### config.mk
export PLATFORM = sky130hd
export DESIGN_NAME = cascaded_biquad_iir_filter_flat
export DESIGN_NICKNAME = d
export VERILOG_FILES = /design/src/rtl/core/cbq_pkg.sv /design/src/rtl/core/cbq_if.sv /design/src/rtl/core/cbq_mac.sv /design/src/rtl/core/cascaded_biquad_iir_filter.sv /design/src/flat_wrapper.sv
export SDC_FILE = /design/constraint.sdc
export NUM_CORES = 2
export LEC_CHECK = 0
export BUFFER_PORTS_ARGS = -buffer_cell sky130_fd_sc_hd__clkbuf_2
export CAP_MARGIN = 5
export CORE_ASPECT_RATIO = 1.4
export CORE_MARGIN = 5
export CORE_UTILIZATION = 60
export CTS_CLUSTER_SIZE = 24
export DETAILED_ROUTE_END_ITERATION = 12
export MAX_ROUTING_LAYER = met4
export PLACE_DENSITY = 0.78
export SLEW_MARGIN = 20
export SYNTH_ARGS = -nofsm -noshare
export SYNTH_HDL_FRONTEND = slang
export SYNTH_SLANG_ARGS = --single-unit
### constraint.sdc
create_clock -name clk -period 8.9 [get_ports clk]
set_clock_uncertainty 0.1 [all_clocks]
set_input_delay 0.445 -clock clk [delete_from_list [all_inputs] [get_ports clk]]
set_output_delay 0.445 -clock clk [all_outputs]
set_load 0.03 [all_outputs]
### src/rtl/core/cbq_pkg.sv
`timescale 1ns / 1ps
// Shared types and constants for the cascaded biquad filter.
// No dependencies; every other file in this folder imports it.
package cbq_pkg;

  localparam int COEF_FRAC_BITS = 16;
  localparam int HIST_FRAC_BITS = 8;
  localparam int COEF_BITS      = COEF_FRAC_BITS + 2;
  localparam int HIST_BITS      = HIST_FRAC_BITS + 18;
  localparam int FF_BITS        = 3 * COEF_BITS;
  localparam int FB_BITS        = 2 * COEF_BITS;
  localparam int PROD_BITS      = COEF_BITS + HIST_BITS;
  localparam int ACC_BITS       = PROD_BITS + 3;
  localparam int SAMPLE_BITS    = 16;
  localparam int INT_BITS       = HIST_BITS - HIST_FRAC_BITS;
  localparam int OUTV_BITS      = INT_BITS + 1;

  localparam int CFG_DATA_BITS  = 64;
  localparam int CFG_ADDR_BITS  = 5;
  localparam int CFG_IDX_LSB    = 3;

  localparam logic [SAMPLE_BITS-1:0] MIDSCALE = 16'h7FFF;

  // register indexes
  localparam logic [1:0] REG_SEC1_FF = 2'd0;
  localparam logic [1:0] REG_SEC1_FB = 2'd1;
  localparam logic [1:0] REG_SEC2_FF = 2'd2;
  localparam logic [1:0] REG_SEC2_FB = 2'd3;

  localparam logic [FF_BITS-1:0] FF_RESET = FF_BITS'(1) << COEF_FRAC_BITS;

  // tap sequence of one section
  localparam int STEP_BITS = 3;
  localparam logic [STEP_BITS-1:0] TAP_B0 = 3'd0;
  localparam logic [STEP_BITS-1:0] TAP_B1 = 3'd1;
  localparam logic [STEP_BITS-1:0] TAP_B2 = 3'd2;
  localparam logic [STEP_BITS-1:0] TAP_A1 = 3'd3;
  localparam logic [STEP_BITS-1:0] TAP_A2 = 3'd4;

  typedef logic signed [COEF_BITS-1:0] coef_t;
  typedef logic signed [HIST_BITS-1:0] hist_t;
  typedef logic signed [PROD_BITS-1:0] prod_t;
  typedef logic signed [ACC_BITS-1:0]  acc_t;

  typedef struct packed {
    logic clear;
    logic mul_en;
    logic acc_en;
    logic sub;
  } mac_ctl_t;

  typedef enum logic [2:0] {
    ST_IDLE,
    ST_MUL,
    ST_ACC_LAST,
    ST_ROUND,
    ST_OUT
  } state_t;

endpackage

### src/rtl/core/cbq_if.sv
`timescale 1ns / 1ps
// Valid/ready channels for the sample input and the filtered output.
// Depends on cbq_pkg for field widths.
interface cbq_in_if
  import cbq_pkg::*;
  ();
  logic                   valid;
  logic                   ready;
  logic [SAMPLE_BITS-1:0] adc_sample;

  modport source (output valid, output adc_sample, input ready);
  modport sink (input valid, input adc_sample, output ready);
endinterface

interface cbq_out_if
  import cbq_pkg::*;
  ();
  logic                   valid;
  logic                   ready;
  logic [SAMPLE_BITS-1:0] dac_sample;
  logic                   clipped;

  modport source (output valid, output dac_sample, output clipped, input ready);
  modport sink (input valid, input dac_sample, input clipped, output ready);
endinterface

### src/rtl/core/cbq_mac.sv
`timescale 1ns / 1ps
// Shared multiply-accumulate unit: registered product, then add or subtract.
// Depends on cbq_pkg.
module cbq_mac
  import cbq_pkg::*;
(
  input  logic     clk,
  input  coef_t    coef,
  input  hist_t    data,
  input  mac_ctl_t ctl,
  output acc_t     acc
);

  prod_t prod_r;
  logic  sub_r;
  acc_t  acc_r;
  acc_t  prod_ext;

  assign prod_ext = {{(ACC_BITS-PROD_BITS){prod_r[PROD_BITS-1]}}, prod_r};

  always_ff @(posedge clk) begin
    if (ctl.mul_en) begin
      prod_r <= coef * data;
      sub_r  <= ctl.sub;
    end
  end

  always_ff @(posedge clk) begin
    if (ctl.clear) begin
      acc_r <= '0;
    end else if (ctl.acc_en) begin
      acc_r <= sub_r ? (acc_r - prod_ext) : (acc_r + prod_ext);
    end
  end

  assign acc = acc_r;

endmodule

### src/rtl/core/cascaded_biquad_iir_filter.sv
`timescale 1ns / 1ps
// Top level of the two-section direct-form-I biquad filter with APB setup.
// Depends on cbq_pkg, cbq_if (channel interfaces) and cbq_mac.

// One sample enters, has the 0x7FFF midscale removed, runs through section
// one and then section two, and leaves with the offset restored, saturated
// to 16 bits with a clip flag. A single 18x26 multiplier with a registered
// product and accumulator does all ten products, one per cycle: each section
// runs its five taps, then a drain state and a round/saturate state. The
// result waits in ST_OUT until the output register is free; the input is
// ready again in the cycle after it is loaded. The input is ready only while
// the unit is idle; a result waiting in the output register does not keep the
// next sample from being accepted, only its result from leaving ST_OUT. Each
// register of the coefficient bank sits at byte address 8*i on the APB port.
module cascaded_biquad_iir_filter
  import cbq_pkg::*;
(
  input  logic                     clk,
  input  logic                     rst_n,
  cbq_in_if.sink                   in_if,
  cbq_out_if.source                out_if,
  input  logic                     psel,
  input  logic                     penable,
  input  logic                     pwrite,
  input  logic [CFG_ADDR_BITS-1:0] paddr,
  input  logic [CFG_DATA_BITS-1:0] pwdata,
  output logic [CFG_DATA_BITS-1:0] prdata,
  output logic                     pready
);

  // coefficient bank
  logic [FF_BITS-1:0] sec1_ff_r, sec2_ff_r;
  logic [FB_BITS-1:0] sec1_fb_r, sec2_fb_r;
  logic               cfg_wr;
  logic [1:0]         cfg_idx;

  assign pready  = 1'b1;
  assign cfg_wr  = psel && penable && pwrite;
  assign cfg_idx = paddr[CFG_IDX_LSB+1:CFG_IDX_LSB];

  always_ff @(posedge clk) begin
    if (!rst_n) begin
      sec1_ff_r <= FF_RESET;
      sec1_fb_r <= '0;
      sec2_ff_r <= FF_RESET;
      sec2_fb_r <= '0;
    end else if (cfg_wr) begin
      unique case (cfg_idx)
        REG_SEC1_FF: sec1_ff_r <= pwdata[FF_BITS-1:0];
        REG_SEC1_FB: sec1_fb_r <= pwdata[FB_BITS-1:0];
        REG_SEC2_FF: sec2_ff_r <= pwdata[FF_BITS-1:0];
        REG_SEC2_FB: sec2_fb_r <= pwdata[FB_BITS-1:0];
        default: ;
      endcase
    end
  end

  always_comb begin
    unique case (cfg_idx)
      REG_SEC1_FF: prdata = CFG_DATA_BITS'(sec1_ff_r);
      REG_SEC1_FB: prdata = CFG_DATA_BITS'(sec1_fb_r);
      REG_SEC2_FF: prdata = CFG_DATA_BITS'(sec2_ff_r);
      REG_SEC2_FB: prdata = CFG_DATA_BITS'(sec2_fb_r);
      default:     prdata = '0;
    endcase
  end

  // sequencer
  state_t               state_r, state_nxt;
  logic                 sec_r;
  logic [STEP_BITS-1:0] step_r;
  hist_t                x_r;
  mac_ctl_t             mac_ctl;
  logic                 in_beat;
  logic                 out_load;
  logic                 round_en;

  hist_t s1_in_d1_r, s1_in_d2_r, s1_out_d1_r, s1_out_d2_r;
  hist_t s2_in_d1_r, s2_in_d2_r, s2_out_d1_r, s2_out_d2_r;

  logic                 out_valid_r;
  logic [SAMPLE_BITS-1:0] dac_r;
  logic                 clip_r;

  assign in_if.ready = (state_r == ST_IDLE);
  assign in_beat     = in_if.valid && in_if.ready;

  always_ff @(posedge clk) begin
    if (!rst_n) begin
      state_r <= ST_IDLE;
    end else begin
      state_r <= state_nxt;
    end
  end

  always_comb begin
    state_nxt = state_r;
    mac_ctl   = '0;
    out_load  = 1'b0;
    round_en  = 1'b0;
    unique case (state_r)
      ST_IDLE: begin
        if (in_beat) begin
          mac_ctl.clear = 1'b1;
          state_nxt     = ST_MUL;
        end
      end
      ST_MUL: begin
        mac_ctl.mul_en = 1'b1;
        mac_ctl.acc_en = (step_r != TAP_B0);
        mac_ctl.sub    = (step_r == TAP_A1) || (step_r == TAP_A2);
        if (step_r == TAP_A2) begin
          state_nxt = ST_ACC_LAST;
        end
      end
      ST_ACC_LAST: begin
        mac_ctl.acc_en = 1'b1;
        state_nxt      = ST_ROUND;
      end
      ST_ROUND: begin
        round_en = 1'b1;
        if (!sec_r) begin
          mac_ctl.clear = 1'b1;
          state_nxt     = ST_MUL;
        end else begin
          state_nxt = ST_OUT;
        end
      end
      ST_OUT: begin
        if (!out_valid_r || out_if.ready) begin
          out_load  = 1'b1;
          state_nxt = ST_IDLE;
        end
      end
      default: state_nxt = ST_IDLE;
    endcase
  end

  always_ff @(posedge clk) begin
    if (!rst_n) begin
      sec_r  <= 1'b0;
      step_r <= TAP_B0;
    end else if (in_beat) begin
      sec_r  <= 1'b0;
      step_r <= TAP_B0;
    end else if (state_r == ST_MUL) begin
      step_r <= (step_r == TAP_A2) ? TAP_B0 : step_r + STEP_BITS'(1);
    end else if (round_en) begin
      sec_r <= 1'b1;
    end
  end

  // operand select
  logic [FF_BITS-1:0] ff_sel;
  logic [FB_BITS-1:0] fb_sel;
  hist_t              in_d1, in_d2, out_d1, out_d2;
  coef_t              mac_coef;
  hist_t              mac_data;
  acc_t               acc;

  assign ff_sel = sec_r ? sec2_ff_r : sec1_ff_r;
  assign fb_sel = sec_r ? sec2_fb_r : sec1_fb_r;
  assign in_d1  = sec_r ? s2_in_d1_r  : s1_in_d1_r;
  assign in_d2  = sec_r ? s2_in_d2_r  : s1_in_d2_r;
  assign out_d1 = sec_r ? s2_out_d1_r : s1_out_d1_r;
  assign out_d2 = sec_r ? s2_out_d2_r : s1_out_d2_r;

  always_comb begin
    unique case (step_r)
      TAP_B0: begin
        mac_coef = ff_sel[COEF_BITS-1:0];
        mac_data = x_r;
      end
      TAP_B1: begin
        mac_coef = ff_sel[2*COEF_BITS-1:COEF_BITS];
        mac_data = in_d1;
      end
      TAP_B2: begin
        mac_coef = ff_sel[3*COEF_BITS-1:2*COEF_BITS];
        mac_data = in_d2;
      end
      TAP_A1: begin
        mac_coef = fb_sel[COEF_BITS-1:0];
        mac_data = out_d1;
      end
      TAP_A2: begin
        mac_coef = fb_sel[2*COEF_BITS-1:COEF_BITS];
        mac_data = out_d2;
      end
      default: begin
        mac_coef = '0;
        mac_data = '0;
      end
    endcase
  end

  cbq_mac u_mac (
    .clk  (clk),
    .coef (mac_coef),
    .data (mac_data),
    .ctl  (mac_ctl),
    .acc  (acc)
  );

  // round half up, floor, saturate to history range
  acc_t                       acc_rnd;
  acc_t                       acc_shr;
  logic [ACC_BITS-HIST_BITS:0] acc_top;
  logic                       acc_fits;
  hist_t                      sec_y;

  assign acc_rnd  = acc + (ACC_BITS'(1) <<< (COEF_FRAC_BITS - 1));
  assign acc_shr  = acc_rnd >>> COEF_FRAC_BITS;
  assign acc_top  = acc_shr[ACC_BITS-1:HIST_BITS-1];
  assign acc_fits = (&acc_top) || !(|acc_top);
  assign sec_y    = acc_fits ? acc_shr[HIST_BITS-1:0]
                  : (acc_shr[ACC_BITS-1] ? {1'b1, {(HIST_BITS-1){1'b0}}}
                                         : {1'b0, {(HIST_BITS-1){1'b1}}});

  // sample offset removal
  logic signed [SAMPLE_BITS:0] samp_off;
  hist_t                       x_in;

  assign samp_off = $signed({1'b0, in_if.adc_sample}) - $signed({1'b0, MIDSCALE});
  assign x_in     = {{(HIST_BITS-SAMPLE_BITS-1){samp_off[SAMPLE_BITS]}}, samp_off}
                    <<< HIST_FRAC_BITS;

  always_ff @(posedge clk) begin
    if (in_beat) begin
      x_r <= x_in;
    end else if (round_en) begin
      x_r <= sec_y;
    end
  end

  // history: shift on each section's round cycle
  always_ff @(posedge clk) begin
    if (!rst_n) begin
      s1_in_d1_r  <= '0;
      s1_in_d2_r  <= '0;
      s1_out_d1_r <= '0;
      s1_out_d2_r <= '0;
      s2_in_d1_r  <= '0;
      s2_in_d2_r  <= '0;
      s2_out_d1_r <= '0;
      s2_out_d2_r <= '0;
    end else if (round_en) begin
      if (!sec_r) begin
        s1_in_d2_r  <= s1_in_d1_r;
        s1_in_d1_r  <= x_r;
        s1_out_d2_r <= s1_out_d1_r;
        s1_out_d1_r <= sec_y;
      end else begin
        s2_in_d2_r  <= s2_in_d1_r;
        s2_in_d1_r  <= x_r;
        s2_out_d2_r <= s2_out_d1_r;
        s2_out_d1_r <= sec_y;
      end
    end
  end

  // output: floor to integer, restore offset, clamp
  logic signed [INT_BITS-1:0]  y_int;
  logic signed [OUTV_BITS-1:0] y_off;
  logic [SAMPLE_BITS-1:0]      dac_nxt;
  logic                        clip_nxt;

  assign y_int = x_r[HIST_BITS-1:HIST_FRAC_BITS];
  assign y_off = {y_int[INT_BITS-1], y_int} + $signed(OUTV_BITS'(MIDSCALE));

  always_comb begin
    priority if (y_off[OUTV_BITS-1]) begin
      dac_nxt  = '0;
      clip_nxt = 1'b1;
    end else if (|y_off[OUTV_BITS-2:SAMPLE_BITS]) begin
      dac_nxt  = '1;
      clip_nxt = 1'b1;
    end else begin
      dac_nxt  = y_off[SAMPLE_BITS-1:0];
      clip_nxt = 1'b0;
    end
  end

  always_ff @(posedge clk) begin
    if (!rst_n) begin
      out_valid_r <= 1'b0;
    end else if (out_load) begin
      out_valid_r <= 1'b1;
    end else if (out_if.ready) begin
      out_valid_r <= 1'b0;
    end
  end

  always_ff @(posedge clk) begin
    if (out_load) begin
      dac_r  <= dac_nxt;
      clip_r <= clip_nxt;
    end
  end

  assign out_if.valid      = out_valid_r;
  assign out_if.dac_sample = dac_r;
  assign out_if.clipped    = clip_r;

endmodule

### src/flat_wrapper.sv
// flat-port wrapper written by rule: the top's interface ports become plain ports
module cascaded_biquad_iir_filter_flat import cbq_pkg::*;
  (clk, rst_n, psel, penable, pwrite, paddr, pwdata, prdata, pready, in_if_valid, in_if_adc_sample, in_if_ready, out_if_valid, out_if_dac_sample, out_if_clipped, out_if_ready);
  cbq_in_if in_if_i ();
  cbq_out_if out_if_i ();
  input  logic clk;
  input  logic rst_n;
  input  logic psel;
  input  logic penable;
  input  logic pwrite;
  input  logic [CFG_ADDR_BITS-1:0] paddr;
  input  logic [CFG_DATA_BITS-1:0] pwdata;
  output logic [CFG_DATA_BITS-1:0] prdata;
  output logic pready;
  input wire logic [$bits(in_if_i.valid)-1:0] in_if_valid;
  input wire logic [$bits(in_if_i.adc_sample)-1:0] in_if_adc_sample;
  output wire logic [$bits(in_if_i.ready)-1:0] in_if_ready;
  output wire logic [$bits(out_if_i.valid)-1:0] out_if_valid;
  output wire logic [$bits(out_if_i.dac_sample)-1:0] out_if_dac_sample;
  output wire logic [$bits(out_if_i.clipped)-1:0] out_if_clipped;
  input wire logic [$bits(out_if_i.ready)-1:0] out_if_ready;
  assign in_if_i.valid = in_if_valid;
  assign in_if_i.adc_sample = in_if_adc_sample;
  assign in_if_ready = in_if_i.ready;
  assign out_if_valid = out_if_i.valid;
  assign out_if_dac_sample = out_if_i.dac_sample;
  assign out_if_clipped = out_if_i.clipped;
  assign out_if_i.ready = out_if_ready;
  cascaded_biquad_iir_filter u_core (.clk(clk), .rst_n(rst_n), .in_if(in_if_i), .out_if(out_if_i), .psel(psel), .penable(penable), .pwrite(pwrite), .paddr(paddr), .pwdata(pwdata), .prdata(prdata), .pready(pready));
endmodule
==> results.json <==
{
  "multiInputGateArea_sq_mm": 0.0290,
  "syn-cell-area_sq_mm": 0.0439,
  "grt_max_degree": 168,
  "clk_pin_slew_ns": 0.07,
  "status": "finished, final reports clean",
  "antenna_found_initial": 3,
  "drt_iter0_drc": 3110,
  "critical_path.top_delay_family": "adder cells",
  "clockBufferDepth": 3,
  "register_area_sq_mm": 0.0114,
  "drc_errors": 0,
  "nFillCells": 5860,
  "slew_headroom": 0.237,
  "max_freq_ghz": 0.117,
  "finalSetupViolCount": 0,
  "vdd.ir_drop.worst_mv": 0.164,
  "gr-usage-met1": 0.380,
  "avgRoutedWirePerCell_um": 20.4,
  "root_buffer": "clkbuf_16",
  "dr.pass1.iters": 8,
  "p_switching_w": 0.00197,
  "ys.flop_type": "dfxtp_1",
  "die_h_um": 330,
  "critPathKind": "reg -> reg",
  "wirelength_um": 130000,
  "hold_violations": 0,
  "fin_total_pwr_w": 0.00629,
  "worstRegToRegCells": 30,
  "drv_slew": 0,
  "portBuffers": 151,
  "cp.buffers_inverters": 6,
  "synth.distinct_cells": 85,
  "clock_sinks": 531,
  "synth_top_cell_by_area": "fa_1",
  "grt_use_met2": 0.564,
  "crit_path_top_delay_cell": "fa_1",
  "synth.avg_cell_area_sq_um": 8.35,
  "layout_commonest_cell": "nand2_1",
  "crit_required_ns": 9.15,
  "ant_nets": 0,
  "final_cell_mix": "1116 x nand2_1, 619 x inv_1, 522 x a21oi_1",
  "async_flop_share": 0,
  "nets": 6077,
  "grt_pass1_vias": 38300,
  "crit_top_cell": "fa_1",
  "grt_overflow": 0,
  "pwr-share-seq": 0.410,
  "critPathArrivalTime_ns": 8.83,
  "r2r-start": "u_core.step_r[1]$_SDFFE_PP0P_",
  "dpl.hpwl_um": 95100,
  "cpPeakStageDelay_ns": 0.57,
  "vias": 38100,
  "dieWidth_um": 239,
  "min_path_type": "in -> reg",
  "clock_power_share": 0.380,
  "viasPerCell": 5.99,
  "critPathMaxFanout": 17,
  "gp_congestion": 0.961,
  "placed_cell_area_sq_mm": 0.0460,
  "die_area_sq_mm": 0.0788,
  "p_leak_nw": 20.3,
  "grt_pass1_wl_um": 205000,
  "dp_slack_ns": 0.462,
  "period_needed_ns": 8.57,
  "yosysSeqAreaShare": 0.260,
  "grt_use_met3": 0.0453,
  "internal_power_w": 0.00432,
  "ys_top_cells_by_area": "fa_1 21%, dfxtp_1 21%, nand2_1 9.6%, a21oi_1 6.0%, edfxtp_1 5.5%",
  "worst_slew_pin_slew_ns": 1.14,
  "syn_inst": 5259,
  "drv_cap": 0,
  "synth_edf_count": 80,
  "post_cts_resized": 0,
  "min_period_over_period": 0.963,
  "initial_core_util": 0.604,
  "utilization": 0.666,
  "rrSetupSlack_ns": 0.33,
  "synth_warnings": 0,
  "busiest_layer": "met2",
  "timing.rr.end": "u_core.u_mac.prod_r[41]$_DFFE_PP_",
  "worst_slack_ns": 0.326,
  "grt_usage": 0.334,
  "ys_seq_elements": 531,
  "cts_buffers": 55,
  "cts_tree": "done",
  "rsz0062_at_grt": "false",
  "crit_start": "u_core.step_r[1]$_SDFFE_PP0P_",
  "synthToLayoutAreaGrowth_pct": 10.3,
  "crit_end": "u_core.u_mac.prod_r[41]$_DFFE_PP_",
  "clk_latency_ns": 0.64,
  "design_area_sq_mm": 0.0484,
  "row_count": 117,
  "core_region_area_sq_mm": 0.0728,
  "end_kind": "flop",
  "setup-tns-final_ns": 0,
  "layout-drive-gt1-share": 0.104,
  "cp-start-kind": "flop",
  "p_comb_frac": 0.210,
  "switching_share": 0.314,
  "htree_num_levels": 2,
  "pin_count": 176,
  "powerDensity_mw_per_mm2": 130,
  "cp_num_cells": 30,
  "synth_top_area_share": 0.209
}
[sequential cells by signal, indices dropped and copies added, names as in the netlist, 3 cells and up]
| name | count |
|---|---|
| u_core.sec1_ff_r | 54 |
| u_core.sec2_ff_r | 54 |
| u_core.u_mac.acc | 47 |
| u_core.u_mac.prod_r | 44 |
| u_core.sec1_fb_r | 36 |
| u_core.sec2_fb_r | 36 |
| u_core.s1_in_d1_r | 26 |
| u_core.s1_in_d2_r | 26 |
| u_core.s1_out_d1_r | 26 |
| u_core.s1_out_d2_r | 26 |
| u_core.s2_in_d1_r | 26 |
| u_core.s2_in_d2_r | 26 |
| u_core.s2_out_d1_r | 26 |
| u_core.s2_out_d2_r | 26 |
| u_core.x_r | 26 |
| u_core.out_if.dac_sample | 16 |
| u_core.state_r | 3 |
| u_core.step_r | 3 |
[worst register-to-register path: cells and delay by family (launching register included)]
family / cells / cell delay [ns]
adders and majority gates: 8 / 3.48
AOI/OAI and AO/OA: 13 / 2.94
buffers and inverters: 6 / 0.80
and+or+nand+nor: 2 / 0.57
DFF: 1 / 0.34
xor gates and xnor gates: 1 / 0.08
[through the flow]
stage,hold slack [ns],instances
after floorplan,0.336,5268
after global placement,0.341,6201
after detailed placement,0.346,6201
after CTS,0.00226,6357
after global routing,0.0284,6364
final,0.0281,6365
[layout make-up]
type	count	area share
Antenna cell	4	0.000207
Inverter	623	0.0484
Tap cell	952	0.0246
Clock buffer	69	0.0318
Clock inverter	34	0.00679
Multi-Input combinational cell	3791	0.599
Timing Repair Buffer	361	0.0526
Sequential cell	531	0.236
[kinds of logic (layout without fill, tap and decap cells)]
logic type	count (synthesis)	in the layout	synth area share
xor+xnor	179	179	0.0357
fa+ha+maj	622	622	0.255
buf+inv	946	1087	0.0829
other cells	2	15	0.000171
flops	531	531	0.260
compound gates	954	954	0.132
mux	199	199	0.0569
simple gates	1826	1826	0.176
[routing by layer]
| layer | up-vias | wire length, um |
|---|---|---|
| met5 | - | 0 |
| met4 | 0 | 9580 |
| met3 | 552 | 9780 |
| met2 | 1708 | 64200 |
| met1 | 18600 | 46000 |
| li1 | 17300 | - |
[power groups by stage]
stage               registers, W  logic, W  clock network [W]
finish                   0.00258   0.00132            0.00239
global route             0.00258   0.00143            0.00251
CTS                      0.00257   0.00130            0.00242
detailed placement       0.00263   0.00127                  0
global placement         0.00263   0.00125                  0
floorplan                0.00260  0.000862                  0
[worst min-delay path by stage]
| stage | depth (start not counted) | to | startpoint |
|---|---|---|---|
| after floorplan | 2 | u_core.s1_in_d2_r[0]$_SDFFE_PN0P_ | u_core.s1_in_d2_r[0]$_SDFFE_PN0P_ |
| after global placement | 2 | u_core.s1_out_d2_r[16]$_SDFFE_PN0P_ | u_core.s1_out_d2_r[16]$_SDFFE_PN0P_ |
| after detailed placement | 2 | u_core.s1_out_d2_r[21]$_SDFFE_PN0P_ | u_core.s1_out_d2_r[21]$_SDFFE_PN0P_ |
| after CTS | 3 | u_core.sec1_ff_r[46]$_SDFFE_PN0P_ | pwdata[46] |
| after global routing | 3 | u_core.sec2_ff_r[46]$_SDFFE_PN0P_ | pwdata[46] |
| final | 3 | u_core.sec1_ff_r[46]$_SDFFE_PN0P_ | pwdata[46] |
[cell usage after synthesis, types with 15 or more instances]
cell / n
a211oi_1: 57
a21o_1: 47
a21oi_1: 523
a22oi_1: 25
a31oi_1: 25
and2_1: 26
and3_1: 22
buf_1: 24
buf_2: 16
buf_4: 15
clkbuf_1: 266
dfxtp_1: 451
edfxtp_1: 80
fa_1: 458
ha_1: 164
inv_1: 621
mux2_2: 46
mux2i_1: 117
mux4_2: 36
nand2_1: 1119
nand2b_1: 33
nand3_1: 62
nand4_1: 20
nor2_1: 353
nor2_2: 17
nor2b_1: 68
nor3_1: 32
nor4_1: 18
o211a_1: 24
o21a_1: 16
o21ai_0: 73
o21ai_1: 19
o22ai_1: 29
or4_1: 17
xnor2_1: 132
xor2_1: 47
[timing repair]
action                                  in CTS  in global routing
setup buffers                                0                  4
hold buffers                                53                  0
endpoints found under the setup margin       0                  2
endpoints found under the hold margin      174                  0
No activity file was read; power rests on OpenSTA's default activity.
